$ cat src/assert_macros.svh
// assertion macros shared by the timer queue rtl
`ifndef ASSERT_MACROS_SVH
`define ASSERT_MACROS_SVH
`ifndef ASSERT_OFF
// same-cycle implication
`define ASSERT_IMPLIES(label, clk, rst, ante, cons) \
   label: assert property (@(posedge clk) disable iff (rst) (ante) |-> (cons)) \
      else $error("assertion failed");
// next-cycle implication
`define ASSERT_NEXT(label, clk, rst, ante, cons) \
   label: assert property (@(posedge clk) disable iff (rst) (ante) |=> (cons)) \
      else $error("assertion failed");
`else
`define ASSERT_IMPLIES(label, clk, rst, ante, cons)
`define ASSERT_NEXT(label, clk, rst, ante, cons)
`endif
`endif

$ cat src/imht_pkg.sv
// types, codes and helpers of the indexed min-heap timer queue
`timescale 1ns / 1ps
package imht_pkg;

   localparam logic [2:0] OP_ADD   = 3'd0;
   localparam logic [2:0] OP_FIRE  = 3'd1;
   localparam logic [2:0] OP_TICK  = 3'd2;
   localparam logic [2:0] OP_POP   = 3'd3;
   localparam logic [2:0] OP_CLEAR = 3'd4;

   localparam logic [1:0] KIND_ACK       = 2'd0;
   localparam logic [1:0] KIND_EXPIRED   = 2'd1;
   localparam logic [1:0] KIND_FIRED     = 2'd2;
   localparam logic [1:0] KIND_TICK_DONE = 2'd3;

   localparam logic [1:0] ST_OK     = 2'd0;
   localparam logic [1:0] ST_FULL   = 2'd1;
   localparam logic [1:0] ST_ABSENT = 2'd2;

   localparam logic [47:0] TIME_MAX = 48'hFFFF_FFFF_FFFF;
   localparam logic [30:0] NEXT_MAX = 31'h7FFF_FFFF;

   typedef struct packed {
      logic [2:0]  op;
      logic [9:0]  id;
      logic [30:0] timeout_ms;
      logic [47:0] now_ms;
   } req_type;

   typedef struct packed {
      logic [1:0]  kind;
      logic [9:0]  timer_id;
      logic [1:0]  status;
      logic        has_next;
      logic [30:0] next_ms;
      logic        last;
   } rsp_type;

   typedef struct packed {
      logic [47:0] expiry;
      logic [9:0]  id;
   } heap_entry_type;

   typedef struct packed {
      logic        sub;
      logic [47:0] a;
      logic [47:0] b;
   } alu_req_type;

   typedef struct packed {
      logic [47:0] value;
      logic        lt;
   } alu_rsp_type;

   function automatic rsp_type make_rsp(input logic [1:0] kind, input logic [9:0] tid,
                                        input logic [1:0] status, input logic has_next,
                                        input logic [30:0] next_ms, input logic last);
      rsp_type r;
      r.kind     = kind;
      r.timer_id = tid;
      r.status   = status;
      r.has_next = has_next;
      r.next_ms  = next_ms;
      r.last     = last;
      return r;
   endfunction

endpackage

$ cat src/imht_alu.sv
// shared 48-bit adder: saturating add or compare-subtract
`timescale 1ns / 1ps
module imht_alu (
   input  imht_pkg::alu_req_type alu_req,
   output imht_pkg::alu_rsp_type alu_rsp
);

   logic [47:0] b_eff;
   logic [48:0] sum;

   // subtract as a + ~b + 1, carry out means no borrow
   assign b_eff = alu_req.sub ? ~alu_req.b : alu_req.b;
   assign sum   = {1'b0, alu_req.a} + {1'b0, b_eff} + 49'(alu_req.sub);

   always_comb begin
      if (alu_req.sub) begin
         alu_rsp.value = sum[47:0];
         alu_rsp.lt    = ~sum[48];
      end else begin
         alu_rsp.value = sum[48] ? imht_pkg::TIME_MAX : sum[47:0];
         alu_rsp.lt    = 1'b0;
      end
   end

endmodule

$ cat config.mk
export PLATFORM = sky130hd
export DESIGN_NAME = imht_alu
export DESIGN_NICKNAME = d
export VERILOG_FILES = /design/src/assert_macros.svh /design/src/imht_pkg.sv /design/src/imht_alu.sv
export SDC_FILE = /design/constraint.sdc
export NUM_CORES = 1
export LEC_CHECK = 0
export BUFFER_PORTS_ARGS = -buffer_cell sky130_fd_sc_hd__buf_4
export CAP_MARGIN = 25
export CORE_ASPECT_RATIO = 1.2
export CORE_MARGIN = 8
export CORE_UTILIZATION = 35
export DETAILED_ROUTE_END_ITERATION = 8
export GPL_ROUTABILITY_DRIVEN = 0
export SYNTH_ARGS = -nofsm -noshare
export SYNTH_HDL_FRONTEND = slang
export SYNTH_SLANG_ARGS = --single-unit
$ cat constraint.sdc
create_clock -name vclk -period 4.6
set_input_delay 0.46 -clock vclk [all_inputs]
set_output_delay 0.46 -clock vclk [all_outputs]
set_load 0.02 [all_outputs]
==> results.json, run 1 <==
{
  "regArea_um2": 0,
  "finalHoldViolations": 0,
  "synth_common_cells": "nand2_1, a21oi_1, xor2_1",
  "cp.arrival_ps": 3820,
  "seq_cell_count": 0,
  "ys_types": 65,
  "die_area_um2": 14100,
  "setup_viol": 0,
  "total_power_uw": 1260,
  "wl_per_cell_um": 16.2,
  "ys_warn_count": 0,
  "ir_drop_mv": 0.155,
  "clock.fmax_mhz": 234,
  "period_needed_ps": 4280,
  "powerDensity_nw_per_um2": 259,
  "drv_cap": 0,
  "slew_viol_final": 0,
  "path_class": "in -> out",
  "maxSlewHeadroom": 0.585,
  "die-width_um": 110,
  "holdWs_ps": 1280,
  "grt_use_total": 0.181,
  "clkbuf_count": 0,
  "antenna_found_initial": 0,
  "fin_crit_sh": 0.930,
  "status": "completed",
  "min_path_type": "in -> out",
  "crit_path_start_kind": "primary input",
  "critPathLaunch": "alu_req[96]",
  "die_h_um": 128,
  "seq_area_frac_synth": 0,
  "yosysTopAreaCellShare": 0.170,
  "grt_pass1_vias": 4596,
  "routed_via_density": 5.45,
  "antennaDiodeCount": 0,
  "synth_top_area_cell": "ha_1",
  "yosysMostFrequentCell": "nand2_1",
  "rows": 41,
  "setup-tns-final_ps": 0,
  "drive_above_1_share": 0.251,
  "syn_area_per_cell_um2": 6.66,
  "ys_top_cells_by_area": "ha_1, xor2_1, nand2_1",
  "ant_nets": 0,
  "rsz0062_at_grt": "no",
  "synth.net_count": 700,
  "wirelength_um": 13100,
  "grt_pass1_wl_um": 21600,
  "cp.required_ps": 4140,
  "area_growth_pct": 32.5,
  "dp_hpwl_um": 11200,
  "vias": 4391,
  "end_kind": "primary output",
  "final_core_utilization": 0.470,
  "ios": 146,
  "crit_fanout": 27,
  "first_pass_iters": 4,
  "port-buffer-count": 146,
  "netlist_area_um2": 3680,
  "core_area_um2": 10400,
  "tightest_slew_ps": 615,
  "grt.overflow.total": 0,
  "synth_cells": 552,
  "drc": 0,
  "grt_max_degree": 28,
  "p_leak_uw": 0.00233,
  "num-nets-final": 826,
  "drt_iter0_drc": 164,
  "start_util": 0.355,
  "crit_path_end": "alu_rsp[32]"
}
worst max-delay path, stage by stage:
cell and delay, ps:
buf_6 280, buf_4 300, xor2_1 100, ha_1 390
a21oi_1 130, o21ai_0 340, o21ai_0 140, a21oi_1 270
a31oi_1 220, or4b_2 640, o2111ai_1 130, xnor2_1 170
nand2_1 80, buf_4 160
worst min path at each step:
stage	from	end	slack (ps)	cells after the start
after floorplan	alu_req[0]	alu_rsp[1]	1120	2
final	alu_req[48]	alu_rsp[1]	1280	4
after CTS	alu_req[48]	alu_rsp[1]	1290	4
after global routing	alu_req[48]	alu_rsp[1]	1320	4
after detailed placement	alu_req[48]	alu_rsp[1]	1290	4
after global placement	alu_req[48]	alu_rsp[1]	1300	4
cell families after synthesis:
group                      after synthesis  synth area share
xor gates and xnor gates                89             0.212
adders and majority gates               51             0.176
and+or+nand+nor                        185             0.235
muxes                                    1           0.00272
buffers and inverters                   49            0.0585
AOI/OAI and AO/OA                      177             0.316
placed cells by master (no fill, tap or decap), types with 2 or more instances in the layout:
cell      synthesis  layout
a211oi_1          4       4
a21o_1           11      11
a21oi_1          62      62
a221o_1           2       2
a31o_2            2       2
a31oi_1           6       6
a41oi_1           2       2
and2_1            5       5
and3_1            3       3
buf_4             0     151
ha_1             50      50
inv_1            20      20
nand2_1          94      94
nand2b_1          4       4
nand3_1           9       9
nand4_1          12      12
nor2_1           28      28
nor2b_1           6       6
nor3_1            7       7
nor4_1            4       4
o211a_1           2       2
o211ai_1          6       6
o21a_1            4       4
o21ai_0          33      32
o21ai_1           6       7
o21ai_2           2       2
o21bai_1          8       8
o221ai_2          2       2
o31ai_1           6       6
o41ai_1           2       2
or3_1             3       3
xnor2_1          30      30
xor2_1           59      59
where the power goes:
| part | leakage (µW) | internal, µW | total (µW) | switching [µW] |
|---|---|---|---|---|
| registers | 0 | 0 | 0 | 0 |
| logic | 0.00233 | 535 | 1260 | 728 |
| clock network | 0 | 0 | 0 | 0 |
| total | 0.00233 | 535 | 1260 | 728 |
stage by stage:
step           cells  setup slack [ps]  area (µm²)
3_5_place_dp     805              57.2        4860
6_report         805               320        4870
4_1_cts          805              83.7        4860
2_1_floorplan    552               205        3680
3_3_place_gp     805               194        4860
5_1_grt          805              64.0        4870
metal layers:
layer,wire length [µm],global-route usage,vias to the layer above
met5,0,0,-
met4,192,0.0255,0
met3,1030,0.0387,15
met2,6360,0.322,153
met1,5470,0.219,1992
li1,-,-,2231
cell type report:
cell class	instances	area [µm²]
multi-input cells	503	3470
repair buffers	153	1160
fillers	1066	5490
inverters	20	75.1
well taps	129	161
timing repair:
item / in CTS / in global routing
resized for setup: 0 / 4
endpoints found under the hold margin: 0 / 0
setup endpoints to repair: 0 / 38
buffers inserted: 0 / 0
hold buffers: 0 / 0
(Power assumes the default switching activity.)
==> inputs of run 2 (changes only) <==
--- a/config.mk
+++ b/config.mk
@@ -12,6 +12,7 @@
 export CORE_UTILIZATION = 35
 export DETAILED_ROUTE_END_ITERATION = 8
 export GPL_ROUTABILITY_DRIVEN = 0
+export RECOVER_POWER = 25
 export SYNTH_ARGS = -nofsm -noshare
 export SYNTH_HDL_FRONTEND = slang
 export SYNTH_SLANG_ARGS = --single-unit
==> results.json, run 2 (synthesis gave the netlist of run 1 again) <==
{
  "slew_viol_final": 0,
  "fillCellCount": 1073,
  "grt_pass1_wl_um": 21600,
  "vias": 4373,
  "sw_frac_of_total": 0.585,
  "dp_hpwl_um": 11200,
  "ios": 146,
  "period_needed_ps": 4260,
  "drv_cap": 0,
  "fin_area_um2": 4840,
  "drc": 0,
  "slowest_delay_ps": 640,
  "core_area_um2": 10400,
  "power_switching_uw": 727,
  "p_seq_frac": 0,
  "maxSlewHeadroom": 0.590,
  "wl_per_cell_um": 16.2,
  "crit_fanout": 27,
  "topRoutingLayerUsed": "met4",
  "setup-tns-final_ps": 0,
  "cp.required_ps": 4140,
  "die_area_um2": 14100,
  "status": "completed",
  "die-width_um": 110,
  "clock.fmax_mhz": 235,
  "final_core_utilization": 0.467,
  "fin_crit_sh": 0.926,
  "place_area_um2": 4860,
  "grt_use_total": 0.181,
  "finalHoldViolations": 0,
  "p_comb_frac": 1.000,
  "rsz0062_at_grt": "no",
  "end_kind": "primary output",
  "routed_via_density": 5.43,
  "wirelength_met1_um": 5340,
  "rows": 41,
  "clkbuf_count": 0,
  "first_pass_iters": 4,
  "cp.arrival_ps": 3800,
  "ant_nets": 0,
  "antennaDiodeCount": 0,
  "internal_power_uw": 516,
  "drt_iter0_drc": 169,
  "grt_pass1_vias": 4596,
  "layout_commonest_cell": "buf_4",
  "setup_viol": 0,
  "seq_cell_count": 0,
  "die_h_um": 128,
  "crit_path_start_kind": "primary input",
  "grt_max_degree": 28,
  "p_leak_uw": 0.00230,
  "area_growth_pct": 31.7,
  "drive_above_1_share": 0.240,
  "regArea_um2": 0,
  "num-nets-final": 826,
  "min_path_type": "in -> out",
  "clkPwrFrac": 0,
  "powerDensity_nw_per_um2": 257,
  "met3RoutedLength_um": 1110,
  "ir_drop_mv": 0.156,
  "grt.overflow.total": 0,
  "slowest_stage": "or4b_2",
  "path_class": "in -> out",
  "route.met2.wl_um": 6400,
  "wirelength_um": 13000,
  "hold_depth": 4,
  "tightest_slew_ps": 608,
  "post_cts_buffers": 0,
  "final_cell_mix": "buf_4, nand2_1, a21oi_1, xor2_1, ha_1",
  "start_util": 0.355,
  "antenna_found_initial": 0,
  "crit_chain": "buf_6, buf_4, xor2_1, ha_1, a21oi_1, o21ai_0, o21ai_0, a21oi_1, a31oi_1, or4b_2, o2111ai_1, xnor2_1, nand2_1, buf_4",
  "port-buffer-count": 146
}
[run 2: final cells by class]
cell class / instances / area [µm²] / area share
well taps: 129 / 161 / 0.0333
repair buffers: 153 / 1130 / 0.234
inverters: 20 / 75.1 / 0.0155
multi-input cells: 503 / 3470 / 0.717
[run 2: per-stage QoR]
stage / hold slack [ps] / setup WS (ps) / total power (µW) / std cells
2_1_floorplan: 1120 / 205 / 821 / 552
5_1_grt: 1320 / 64.0 / 1360 / 805
3_5_place_dp: 1290 / 57.2 / 1260 / 805
4_1_cts: 1290 / 83.7 / 1260 / 805
6_report: 1280 / 339 / 1240 / 805
3_3_place_gp: 1300 / 194 / 1250 / 805
[run 2: timing repair]
item,4_1_cts,5_1_grt
endpoints found under the setup margin,0,38
hold buffers,0,0
gates resized for setup,0,4
[run 2: path summary, 6_finish.rpt]
check | end | from | slack [ps]
worst max-delay path | alu_rsp[32] | alu_req[96] | 340
worst min-delay path | alu_rsp[1] | alu_req[48] | 1280
[run 2: worst max-delay path: cells and delay by family]
family / cells / cell delay [ps]
xor gates and xnor gates: 2 / 270
buffers and inverters: 3 / 740
AOI/OAI and AO/OA: 6 / 1230
adders and majority gates: 1 / 390
and+or+nand+nor: 2 / 720
[run 2: power by group through the flow]
stage               registers [µW]  logic (µW)  clock network (µW)
floorplan                        0         821                   0
global placement                 0        1250                   0
detailed placement               0        1260                   0
CTS                              0        1260                   0
global route                     0        1360                   0
finish                           0        1240                   0
[run 2: metal layers]
metal  track usage  vias to the layer above
met4        0.0255                        0
met3        0.0387                       15
met1         0.219                     1986
li1              -                     2228
met2         0.322                      144
met5             0                        -
