<file path="src/assert_macros.svh">
// assertion macros shared by the timer queue rtl
`ifndef ASSERT_MACROS_SVH
`define ASSERT_MACROS_SVH
`ifndef ASSERT_OFF
// same-cycle implication
`define ASSERT_IMPLIES(label, clk, rst, ante, cons) \
   label: assert property (@(posedge clk) disable iff (rst) (ante) |-> (cons)) \
      else $error("assertion failed");
// next-cycle implication
`define ASSERT_NEXT(label, clk, rst, ante, cons) \
   label: assert property (@(posedge clk) disable iff (rst) (ante) |=> (cons)) \
      else $error("assertion failed");
`else
`define ASSERT_IMPLIES(label, clk, rst, ante, cons)
`define ASSERT_NEXT(label, clk, rst, ante, cons)
`endif
`endif

</file>
<file path="src/imht_ram.sv">
// generic single-write, single-read ram with registered read
`timescale 1ns / 1ps
module imht_ram #(
   parameter int WIDTH = 8,
   parameter int DEPTH = 32
) (
   input  logic                     clock,
   input  logic                     wr_en,
   input  logic [$clog2(DEPTH)-1:0] wr_addr,
   input  logic [WIDTH-1:0]         wr_data,
   input  logic [$clog2(DEPTH)-1:0] rd_addr,
   output logic [WIDTH-1:0]         rd_data
);

   logic [WIDTH-1:0] mem_ff [DEPTH];
   logic [WIDTH-1:0] rd_data_ff;

   always_ff @(posedge clock) begin
      if (wr_en) begin
         mem_ff[wr_addr] <= wr_data;
      end
      rd_data_ff <= mem_ff[rd_addr];
   end

   assign rd_data = rd_data_ff;

endmodule

</file>
<file path="config.mk">
export PLATFORM = sky130hd
export DESIGN_NAME = imht_ram
export DESIGN_NICKNAME = d
export VERILOG_FILES = /design/src/assert_macros.svh /design/src/imht_ram.sv
export SDC_FILE = /design/constraint.sdc
export NUM_CORES = 1
export LEC_CHECK = 0
export ABC_CLOCK_PERIOD_IN_PS = 2450
export BUFFER_PORTS_ARGS = -buffer_cell sky130_fd_sc_hd__buf_2
export CORE_ASPECT_RATIO = 1.1
export CORE_UTILIZATION = 61
export DETAILED_ROUTE_END_ITERATION = 10
export PLACE_DENSITY = 0.81
export SETUP_SLACK_MARGIN = 0.02
export SLEW_MARGIN = 25
export SYNTH_ARGS = -nofsm -noshare
export SYNTH_HDL_FRONTEND = slang
export SYNTH_SLANG_ARGS = --single-unit
</file>
<file path="constraint.sdc">
create_clock -name clock -period 2.45 [get_ports clock]
set_input_delay 0.1225 -clock clock [delete_from_list [all_inputs] [get_ports clock]]
set_output_delay 0.1225 -clock clock [all_outputs]
set_load 0.01 [all_outputs]
</file>
==> metrics, run 1 <==
outcome finished, final reports clean; Congestion Overflow GR 0; most frequent CP cell mux4_2; part of the power in registers 56.6%; DP Cell Count 651; Switching Fraction 20.4%; first-pass GRT wire length around 31000 µm; vias 4643; Yosys top cell area share between 70% and 80%; critical path type flop to flop; setup violators final 0; P_sw ~1800 µW; clk buf depth 3; area delta synth->final 12.2%; crit end category flop; Die ar. 17000 µm²; Die Wd 124 µm; CP max-delay cell mux4_2; Tightest Pin Transition 0.887 ns; internal power 7100 µW; WP data required 2.84 ns; vias in the first global route 4802; Synth Cell Area 10100 µm²; worst relative slew slack slightly above 40%; total track usage 25.8%; Hold Path Class input pin to flop; ordered cell list for the critical path mux4_2 > mux4_2 > mux2_2; Worst R2R Setup Slack around 0.6 ns; top cells by area, synth edfxtp_1, mux4_2, dfxtp_1; Detail Placement HPWL around 12000 µm; Netlist cell types 15; pre-CTS WS 0.362 ns; CTS HTree Levels 1; Crit Path Max Fanout 1; postcts setup bufs 0; post-cts resize count 0; Post-synth EDFFs 256; # diodes 0; DRC 0; critical path depth in cells 3; Clk Latency, worst-skew pair roughly 0.51 ns; top cells by count, synth edfxtp_1, mux4_2, nor2_1; crit path from mem_ff[29][5]; worst setup margin 0.586 ns; nets 497; Top FF cell, synth edfxtp_1; I/O Pins 28; CP top delay family multiplexers; Highest Clock Rate about 540 MHz; RSZ-0062 raised after global routing no; YS warnings 0; crit-path max cell delay around 0.54 ns; Worst Hold Depth 2; clk root buf clkbuf_16; core area ~16000 µm²; startpoint types flop; CTS Buf Count 24; skew final 0.0105 ns; Max Cap Violations 0; drt wl/cell 29.9 µm; Mapped Avg Cell Area around 24 µm²; GPL Wtd Cong 0.751; Routed WL 20800 µm; TritonCTS clock tree done; Yosys reg bits approximately 260; Hold-fix buffers, CTS 0; Async S/R FF share, synth 0%; Hold Fails Final Rpt 0; layout cells sized above 1 36.0%; Gate Count Post-Synth 417; Via density 6.68; combinational share of power under 10%; DRT iter0 DRCs 519; Critical Path End rd_data[5]; worst r2r src mem_ff[29][5]; largest area contributor in the netlist edfxtp_1; Clock transition at path regs around 0.070 ns; Buf/Inv on CP 0; Initial Util 63.2%; Leakage ~0.0036 µW; Finished Layout Cells 695; most common cell in the netlist edfxtp_1; Arr. time, crit path ~2.3 ns; share of the yosys chip area belonging to registers 78.1%; Period minus WS final 1.86 ns; setup tns final 0 ns; Power Dens Cells 791 nW/µm²; syn nets ~440; # port buffers 27; Routed Antenna Nets 0; Die Y 137 µm; final worst-path cycle share 76.1%; worst r2r dst rd_data[5]; VDD IR max 0.562 mV; Worst R2R Path Depth 3; row cnt 48; DR pass1 iterations 5; Clock power frac about two fifths; number of clock sinks 264; pin count of the biggest net entering global routing 65; initial antenna violation count 0; Slew Limit Fails 0
==> worst min-delay path by stage <==
stage,start,end,slack (ns)
floorplan,wr_data[0],mem_ff[0][0],0.22
global route,rd_addr[3],rd_data[0],0.07
detailed placement,rd_data[2],rd_data[2],0.52
finish,rd_addr[3],rd_data[0],0.08
global placement,rd_data[2],rd_data[2],0.53
CTS,rd_addr[3],rd_data[0],0.06
==> flip-flops by register name, indices dropped and copies added, names as in the netlist <==
| signal | flops |
|---|---|
| mem_ff | 256 |
| rd_data | 8 |
==> cell type report <==
cell class | count | area (µm²)
Clock buffer | 31 | 648
Clock inverter | 13 | 58.8
Fill cell | 861 | 4630
Multi-Input combinational cell | 133 | 2100
Sequential cell | 264 | 7850
Tap cell | 200 | 250
Timing Repair Buffer | 54 | 378
==> layout by cell type, fill, tap and decap left out, drive strengths merged <==
cell type | netlist | layout
edfxtp | 256 | 256
mux4 | 80 | 80
buf | 14 | 54
nor2 | 33 | 33
clkbuf | 6 | 31
clkinv | 0 | 13
mux2 | 8 | 8
dfxtp | 8 | 8
nand3b | 5 | 5
or3b | 3 | 3
nand3 | 2 | 2
nand2 | 1 | 1
or3 | 1 | 1
==> kinds of logic after synthesis <==
family                 synth area share [%]
flip-flops                             78.1
multiplexers                           18.8
AND/OR/NAND/NOR                        2.07
buffers and inverters                  1.06
==> through the flow <==
step / total power (µW) / instance area (µm²) / util [%] / hold slack, ns
3_5_place_dp: 5620 / 10600 / 66.4 / 0.523
6_report: 8920 / 11300 / 70.9 / 0.0788
4_1_cts: 8960 / 11300 / 70.9 / 0.0607
3_3_place_gp: 5590 / 10600 / 66.4 / 0.529
5_1_grt: 9150 / 11300 / 70.9 / 0.0696
2_1_floorplan: 5410 / 10100 / - / 0.221
==> power by group through the flow <==
| stage | logic, µW | clock network, µW | registers [µW] |
|---|---|---|---|
| CTS | 482 | 3430 | 5050 |
| finish | 478 | 3400 | 5050 |
| detailed placement | 473 | 0 | 5140 |
| floorplan | 268 | 0 | 5140 |
| global route | 504 | 3600 | 5050 |
| global placement | 457 | 0 | 5140 |
==> per-layer routing <==
layer,share of wire (%),global-route usage [%],up-vias
met4,1.8,6.89,0
li1,-,-,1895
met5,0,0,-
met2,50,40.8,303
met3,10,3.83,27
met1,38,38.8,2418
(Power assumes the default switching activity.)
==> inputs of run 2 (changes only) <==
--- a/config.mk
+++ b/config.mk
@@ -5,12 +5,12 @@
 export SDC_FILE = /design/constraint.sdc
 export NUM_CORES = 1
 export LEC_CHECK = 0
-export ABC_CLOCK_PERIOD_IN_PS = 2450
+export ABC_CLOCK_PERIOD_IN_PS = 1700
 export BUFFER_PORTS_ARGS = -buffer_cell sky130_fd_sc_hd__buf_2
 export CORE_ASPECT_RATIO = 1.1
-export CORE_UTILIZATION = 61
+export CORE_UTILIZATION = 55
 export DETAILED_ROUTE_END_ITERATION = 10
-export PLACE_DENSITY = 0.81
+export PLACE_DENSITY = 0.77
 export SETUP_SLACK_MARGIN = 0.02
 export SLEW_MARGIN = 25
 export SYNTH_ARGS = -nofsm -noshare
==> constraint.sdc (replaced) <==
create_clock -name clock -period 1.7 [get_ports clock]
set_input_delay 0.085 -clock clock [delete_from_list [all_inputs] [get_ports clock]]
set_output_delay 0.085 -clock clock [all_outputs]
set_load 0.01 [all_outputs]
==> run 2 against run 1 <==
The flow now finishes with violations (setup timing). Setup slack got worse by 0.70 ns. Global-route usage fell by 0.83 points. Sequential share of layout area is 2.7 points lower. Core utilization fell by 5.0 points. Cell count up 8.5%. Register-to-register slack lost 0.70 ns. Sequential power increased by 44%. Critical endpoint is now rd_data[6]. Largest cell class unchanged. Highest routed layer is now met5.
==> metrics, run 2 (synthesis results as in run 1) <==
core area 17800 µm² (was 15900 µm²); I/O Pins 28 (unchanged); WP data required 2.10 ns (was 2.84 ns); commonest non-fill, non-tap cell in the layout edfxtp_1 (unchanged); Die ar. 18800 µm² (was 17000 µm²); DRT met1 WL 8170 µm (was 8000 µm); pre-CTS WS -0.343 ns (was 0.362 ns); outcome finished with violations (was finished, final reports clean); Routed Antenna Nets 0 (unchanged); DRC 0 (unchanged); Min-Delay Endpoint rd_data[5] (was rd_data[0]); layout cells sized above 1 39.5% (was 36.0%); Most flops, register mem_ff (unchanged); Detail Placement HPWL 13200 µm (was 12100 µm); crit path from mem_ff[23][6] (was mem_ff[29][5]); TritonCTS clock tree done (unchanged); row cnt 51 (was 48); most frequent CP cell mux4_2 (unchanged); critical path type flop to flop (unchanged); Buf/Inv on CP 0 (unchanged); drt wl/cell 28.7 µm (was 29.9 µm); nets 518 (was 497); Worst R2R Path Depth 3 (unchanged); Highest Signal Layer met5 (was met4); total track usage 25.0% (was 25.8%); CP max-delay cell mux4_2 (unchanged); Hold-fix buffers, CTS 0 (unchanged); first-pass GRT wire length 32100 µm (was 31300 µm); Hold Fails Final Rpt 0 (unchanged); ordered cell list for the critical path mux4_2 > mux4_2 > mux2_4 (was mux4_2 > mux4_2 > mux2_2); VDD IR max 1.02 mV (was 0.562 mV); Hold Path Class input pin to flop (unchanged); Finished Cell Area 11700 µm² (was 11300 µm²); final worst-path cycle share 107% (was 76.1%); startpoint types flop (unchanged); Arr. time, crit path 2.21 ns (was 2.25 ns); Period minus WS final 1.82 ns (was 1.86 ns); # port buffers 27 (unchanged); Clock transition at path regs 0.07 ns (about the same); most frequent cells in the layout edfxtp_1, mux4_2, buf_4, nor2_1, buf_2 (was edfxtp_1, mux4_2, nor2_1, buf_2); clk buf depth 3 (unchanged); postcts setup bufs 0 (unchanged); vias in the first global route 4810 (was 4802); area delta synth->final 16.8% (was 12.2%); setup tns final -0.765 ns (was 0 ns); crit end category flop (unchanged); worst r2r dst rd_data[6] (was rd_data[5]); Slew Limit Fails 0 (unchanged); max reg flops 256 (unchanged); Power Dens Cells 1190 nW/µm² (was 791 nW/µm²); Max Cap Violations 0 (unchanged); pin count of the biggest net entering global routing 33 (was 65); # diodes 0 (unchanged); Final Util 65.9% (was 70.9%); skew final 0.0130 ns (was 0.0105 ns); Highest Clock Rate 550 MHz (was 537 MHz); Die Wd 131 µm (was 124 µm); Via density 6.40 (was 6.68); Crit Path Max Fanout 1 (unchanged); Worst Hold Depth 2 (unchanged); Routed WL 21600 µm (was 20800 µm); RSZ-0062 raised after global routing yes (was no); GPL Wtd Cong 0.786 (was 0.751); clk root buf clkbuf_16 (unchanged); CTS HTree Levels 1 (unchanged); met2 routed WL 11400 µm (was 10300 µm); failing checks setup timing; DR pass1 iterations 5 (unchanged); Congestion Overflow GR 0 (unchanged); worst r2r src mem_ff[23][6] (was mem_ff[29][5]); worst setup margin -0.117 ns (was 0.586 ns); worst relative slew slack 57.6% (was 40.7%); area post-placement 10800 µm² (was 10600 µm²); Worst R2R Setup Slack -0.12 ns (was 0.59 ns); number of clock sinks 264 (unchanged); DRT iter0 DRCs 499 (was 519); vias 4822 (was 4643); crit-path max cell delay 0.54 ns (about the same); initial antenna violation count 1 (was 0); CTS Buf Count 25 (was 24); Hold Startpoint rd_addr[3] (unchanged); Clk Latency, worst-skew pair 0.52 ns (was 0.51 ns); CP top delay family multiplexers (unchanged); Die Y 144 µm (was 137 µm); Tightest Pin Transition 0.636 ns (was 0.887 ns); Initial Util 56.5% (was 63.2%); setup violators final 8 (was 0); Leakage 0.00381 µW (was 0.00359 µW); met3 WL 1540 µm (was 2120 µm)
[run 2: cell types whose count changed in the layout (fill, tap and decap cells not counted), moves of 4 or more]
cell	before	now
bufinv_16	0	5
buf_12	3	8
mux2_2	8	4
mux2_4	0	4
buf_4	25	40
clkinv_2	8	3
[run 2: power by group]
part	internal (µW)	leakage, µW	switching (µW)
Clock	3610	0.000435	2310
Sequential	7240	0.00237	35.4
Combinational	341	0.00100	387
Total	11200	0.00381	2730
[run 2: stage by stage]
| stage | std cells | power [µW] | hold slack, ns |
|---|---|---|---|
| detailed placement | 709 | 8130 | 0.490 |
| CTS | 754 | 14000 | 0.00684 |
| global route | 754 | 14300 | 0.0242 |
| global placement | 709 | 8100 | 0.496 |
| finish | 754 | 13900 | 0.0253 |
| floorplan | 417 | 7820 | 0.184 |
[run 2: worst reg2reg max path, delay by kind of cell, from the launching register on]
kind   cells  cell delay (ns)
mux        3             1.33
flops      1             0.38
[run 2: how the worst max path moves through the flow]
stage	endpoint	slack (ns)	cells past startpoint
after floorplan	rd_data[0]	0.02	5
after global placement	rd_data[5]	-0.29	5
after detailed placement	rd_data[5]	-0.34	5
after CTS	rd_data[1]	-0.13	3
after global routing	rd_data[1]	-0.15	3
final	rd_data[6]	-0.12	3
[run 2: repair_timing]
action / in CTS / in global routing
gates cloned: 0 / 0
endpoints found under the setup margin: 8 / 8
gates resized for setup: 2 / 2
[run 2: final cells by class]
cell class	instances	area [µm²]
flip-flops and latches	264	7850
fillers	1078	6060
multi-input cells	133	2110
clock buffers	32	682
repair buffers	74	591
well taps	238	298
clock inverters	13	206
[run 2: layer usage]
layer	GRT usage, %	vias to the layer above
li1	-	1940
met1	34.3	2602
met2	42.1	242
met3	3.72	36
met4	7.14	2
met5	0	-
==> inputs of run 3 (changes only) <==
--- a/config.mk
+++ b/config.mk
@@ -5,12 +5,13 @@
 export SDC_FILE = /design/constraint.sdc
 export NUM_CORES = 1
 export LEC_CHECK = 0
+export ABC_AREA = 1
 export ABC_CLOCK_PERIOD_IN_PS = 1700
 export BUFFER_PORTS_ARGS = -buffer_cell sky130_fd_sc_hd__buf_2
 export CORE_ASPECT_RATIO = 1.1
-export CORE_UTILIZATION = 55
+export CORE_UTILIZATION = 56
 export DETAILED_ROUTE_END_ITERATION = 10
-export PLACE_DENSITY = 0.77
+export PLACE_DENSITY = 0.79
 export SETUP_SLACK_MARGIN = 0.02
 export SLEW_MARGIN = 25
 export SYNTH_ARGS = -nofsm -noshare
==> run 3 against run 2 <==
The flow now finishes without violations. Synthesized area up 7.3%. Die area rose by 5.3%. First-iteration DRC count is 71% higher. Combinational power is 20% higher. Sequential share of layout area shrank 2.6 points. Register-to-register slack improved by 0.64 ns. Via count is 47% higher. Final area increased by 4.1%. Wire length increased by 11%. Non-clock buffer count is 2 higher. Critical path type unchanged. Critical endpoint is now rd_data[1].
==> metrics, run 3 <==
outcome finished, final reports clean (was finished with violations); worst r2r dst rd_data[1] (was rd_data[6]); Synth Cell Area 10800 µm² (was 10100 µm²); Power Dens Cells 1160 nW/µm² (was 1190 nW/µm²); number of clock sinks 264 (unchanged); top cells by area, synth edfxtp_1, nand2_1, nand3_1 (was edfxtp_1, mux4_2, dfxtp_1); Top FF cell, synth edfxtp_1 (unchanged); DR pass1 iterations 5 (unchanged); CP top delay family simple AND/OR/NAND/NOR gates (was multiplexers); TritonCTS clock tree done (unchanged); syn nets 942 (was 437); initial antenna violation count 0 (was 1); worst relative slew slack 49.4% (was 57.6%); Yosys top cell area share 71.3% (was 76.5%); first-pass GRT wire length 37900 µm (was 32100 µm); Routed WL 24100 µm (was 21600 µm); vias in the first global route 7027 (was 4810); final worst-path cycle share 69.0% (was 107%); CP max-delay cell edfxtp_1 (was mux4_2); clk root buf clkbuf_16 (unchanged); Crit Path Max Fanout 1 (unchanged); Final Power 14100 µW (was 13900 µW); Highest Signal Layer met4 (was met5); critical path depth in cells 8 (was 3); setup tns final 0 ns (was -0.765 ns); worst r2r src mem_ff[17][1] (was mem_ff[23][6]); crit end category flop (unchanged); skew final 0.0125 ns (was 0.0130 ns); crit path from mem_ff[17][1] (was mem_ff[23][6]); Mapped Avg Cell Area 11.7 µm² (was 24.1 µm²); Die ar. 19800 µm² (was 18800 µm²); met2 routed WL 11900 µm (was 11400 µm); WP data required 2.10 ns (about the same); Hold Path Class input pin to flop (unchanged); top cells by count, synth nand2_1, edfxtp_1, nand3_1 (was edfxtp_1, mux4_2, nor2_1); met3 WL 1960 µm (was 1540 µm); drt wl/cell 19.5 µm (was 28.7 µm); Hold Fails Final Rpt 0 (unchanged); Buf/Inv on CP 0 (unchanged); ordered cell list for the critical path nand2_1 > nand3_1 > nand3_1 > nand2_1 > nand2_1 > nand2_1 > nand2_1 > nand2_1 (was mux4_2 > mux4_2 > mux2_4); Post-synth EDFFs 256 (unchanged); core area 18600 µm² (was 17800 µm²); post-cts resize count 0 (was 2); Detail Placement HPWL 14200 µm (was 13200 µm); startpoint types flop (unchanged); most frequent cells in the layout nand2_1, edfxtp_1, nand3_1, buf_4, nor2_1 (was edfxtp_1, mux4_2, buf_4, nor2_1, buf_2); largest area contributor in the netlist edfxtp_1 (unchanged); Async S/R FF share, synth 0% (unchanged); Worst R2R Path Depth 8 (was 3); Min-Delay Endpoint rd_data[0] (was rd_data[5]); CTS Buf Count 26 (was 25); GPL Wtd Cong 0.855 (was 0.786); Worst R2R Setup Slack 0.53 ns (was -0.12 ns); # port buffers 27 (unchanged); share of the yosys chip area belonging to registers 72.8% (was 78.1%); vias 7077 (was 4822); setup violators final 0 (was 8); most common cell in the netlist nand2_1 (was edfxtp_1); Max Cap Violations 0 (unchanged); RSZ-0062 raised after global routing no (was yes); Clock transition at path regs 0.06 ns (was 0.07 ns); DRT met1 WL 9410 µm (was 8170 µm); Most flops, register mem_ff (unchanged); crit-path max cell delay 0.36 ns (was 0.54 ns); Slew Limit Fails 0 (unchanged); layout cells sized above 1 11.9% (was 39.5%); Netlist cell types 12 (was 15); Hold-fix buffers, CTS 1 (was 0); Period minus WS final 1.17 ns (was 1.82 ns); area delta synth->final 13.2% (was 16.8%); DRC 0 (unchanged); most frequent CP cell nand2_1 (was mux4_2); total track usage 25.4% (was 25.0%); Highest Clock Rate 853 MHz (was 550 MHz); Leakage 0.00462 µW (was 0.00381 µW); critical path type flop to flop (unchanged); I/O Pins 28 (unchanged); commonest non-fill, non-tap cell in the layout nand2_1 (was edfxtp_1); Clk Latency, worst-skew pair 0.52 ns (about the same); Hold Startpoint rd_addr[3] (unchanged); hold slack 0.108 ns (was 0.0253 ns); Congestion Overflow GR 0 (unchanged); worst setup margin 0.527 ns (was -0.117 ns); Via density 5.72 (was 6.40); pin count of the biggest net entering global routing 80 (was 33); pre-CTS WS 0.304 ns (was -0.343 ns); max reg flops 256 (unchanged); clk buf depth 3 (unchanged); Arr. time, crit path 1.58 ns (was 2.21 ns); Worst Hold Depth 6 (was 2); YS warnings 0 (unchanged); Routed Antenna Nets 0 (unchanged); Tightest Pin Transition 0.759 ns (was 0.636 ns); Gate Count Post-Synth 922 (was 417); Yosys reg bits 264 (unchanged); DRT iter0 DRCs 854 (was 499); CTS HTree Levels 1 (unchanged); Die Wd 134 µm (was 131 µm); postcts setup bufs 0 (unchanged); nets 994 (was 518); row cnt 52 (was 51); VDD IR max 1.20 mV (was 1.02 mV); Die Y 148 µm (was 144 µm); Initial Util 58.0% (was 56.5%)
## run 3: layout make-up
| class | count | area, µm² |
|---|---|---|
| fill | 1343 | 6390 |
| sequential | 264 | 7850 |
| tap | 243 | 304 |
| multi-input combinational | 596 | 2490 |
| inverter | 10 | 38.8 |
| clock buffer | 29 | 683 |
| clock inverter | 19 | 226 |
| antenna | 1 | 2.50 |
| timing repair buffer | 76 | 621 |
## run 3: worst max-delay path by stage
stage | end | slack, ns
global placement | rd_data[1] | 0.30
floorplan | mem_ff[0][0] | 0.58
finish | rd_data[1] | 0.53
detailed placement | rd_data[1] | 0.30
global route | rd_data[1] | 0.43
CTS | rd_data[1] | 0.52
## run 3: stage by stage
step / util, % / instances / area [µm²]
after floorplan: - / 922 / 10800
after global placement: 60.7 / 1188 / 11300
after detailed placement: 60.7 / 1188 / 11300
after CTS: 65.6 / 1237 / 12200
after global routing: 65.6 / 1237 / 12200
final: 65.6 / 1238 / 12200
## run 3: cells by family after synthesis
family	after synthesis	share of synthesized area, %
buffers and inverters	62	4.14
DFF	264	72.8
and+or+nand+nor	596	23.1
## run 3: tightest hold or removal path, stage by stage
cell     delay (ns)
buf_2          0.09
buf_4          0.20
nand2_1        0.08
nand2_1        0.05
nand2_1        0.04
nand2_1        0.04
## run 3: where the power goes
part / switching (µW) / internal (µW)
clock: 2340 / 3660
combinational: 623 / 253
sequential: 37.3 / 7230
total: 3000 / 11100
## run 3: routing by layer
metal / vias up / GRT usage, %
li1: 3300 / -
met1: 3348 / 34.1
met2: 364 / 42.2
met3: 65 / 2.98
met4: 0 / 10.9
met5: - / 0
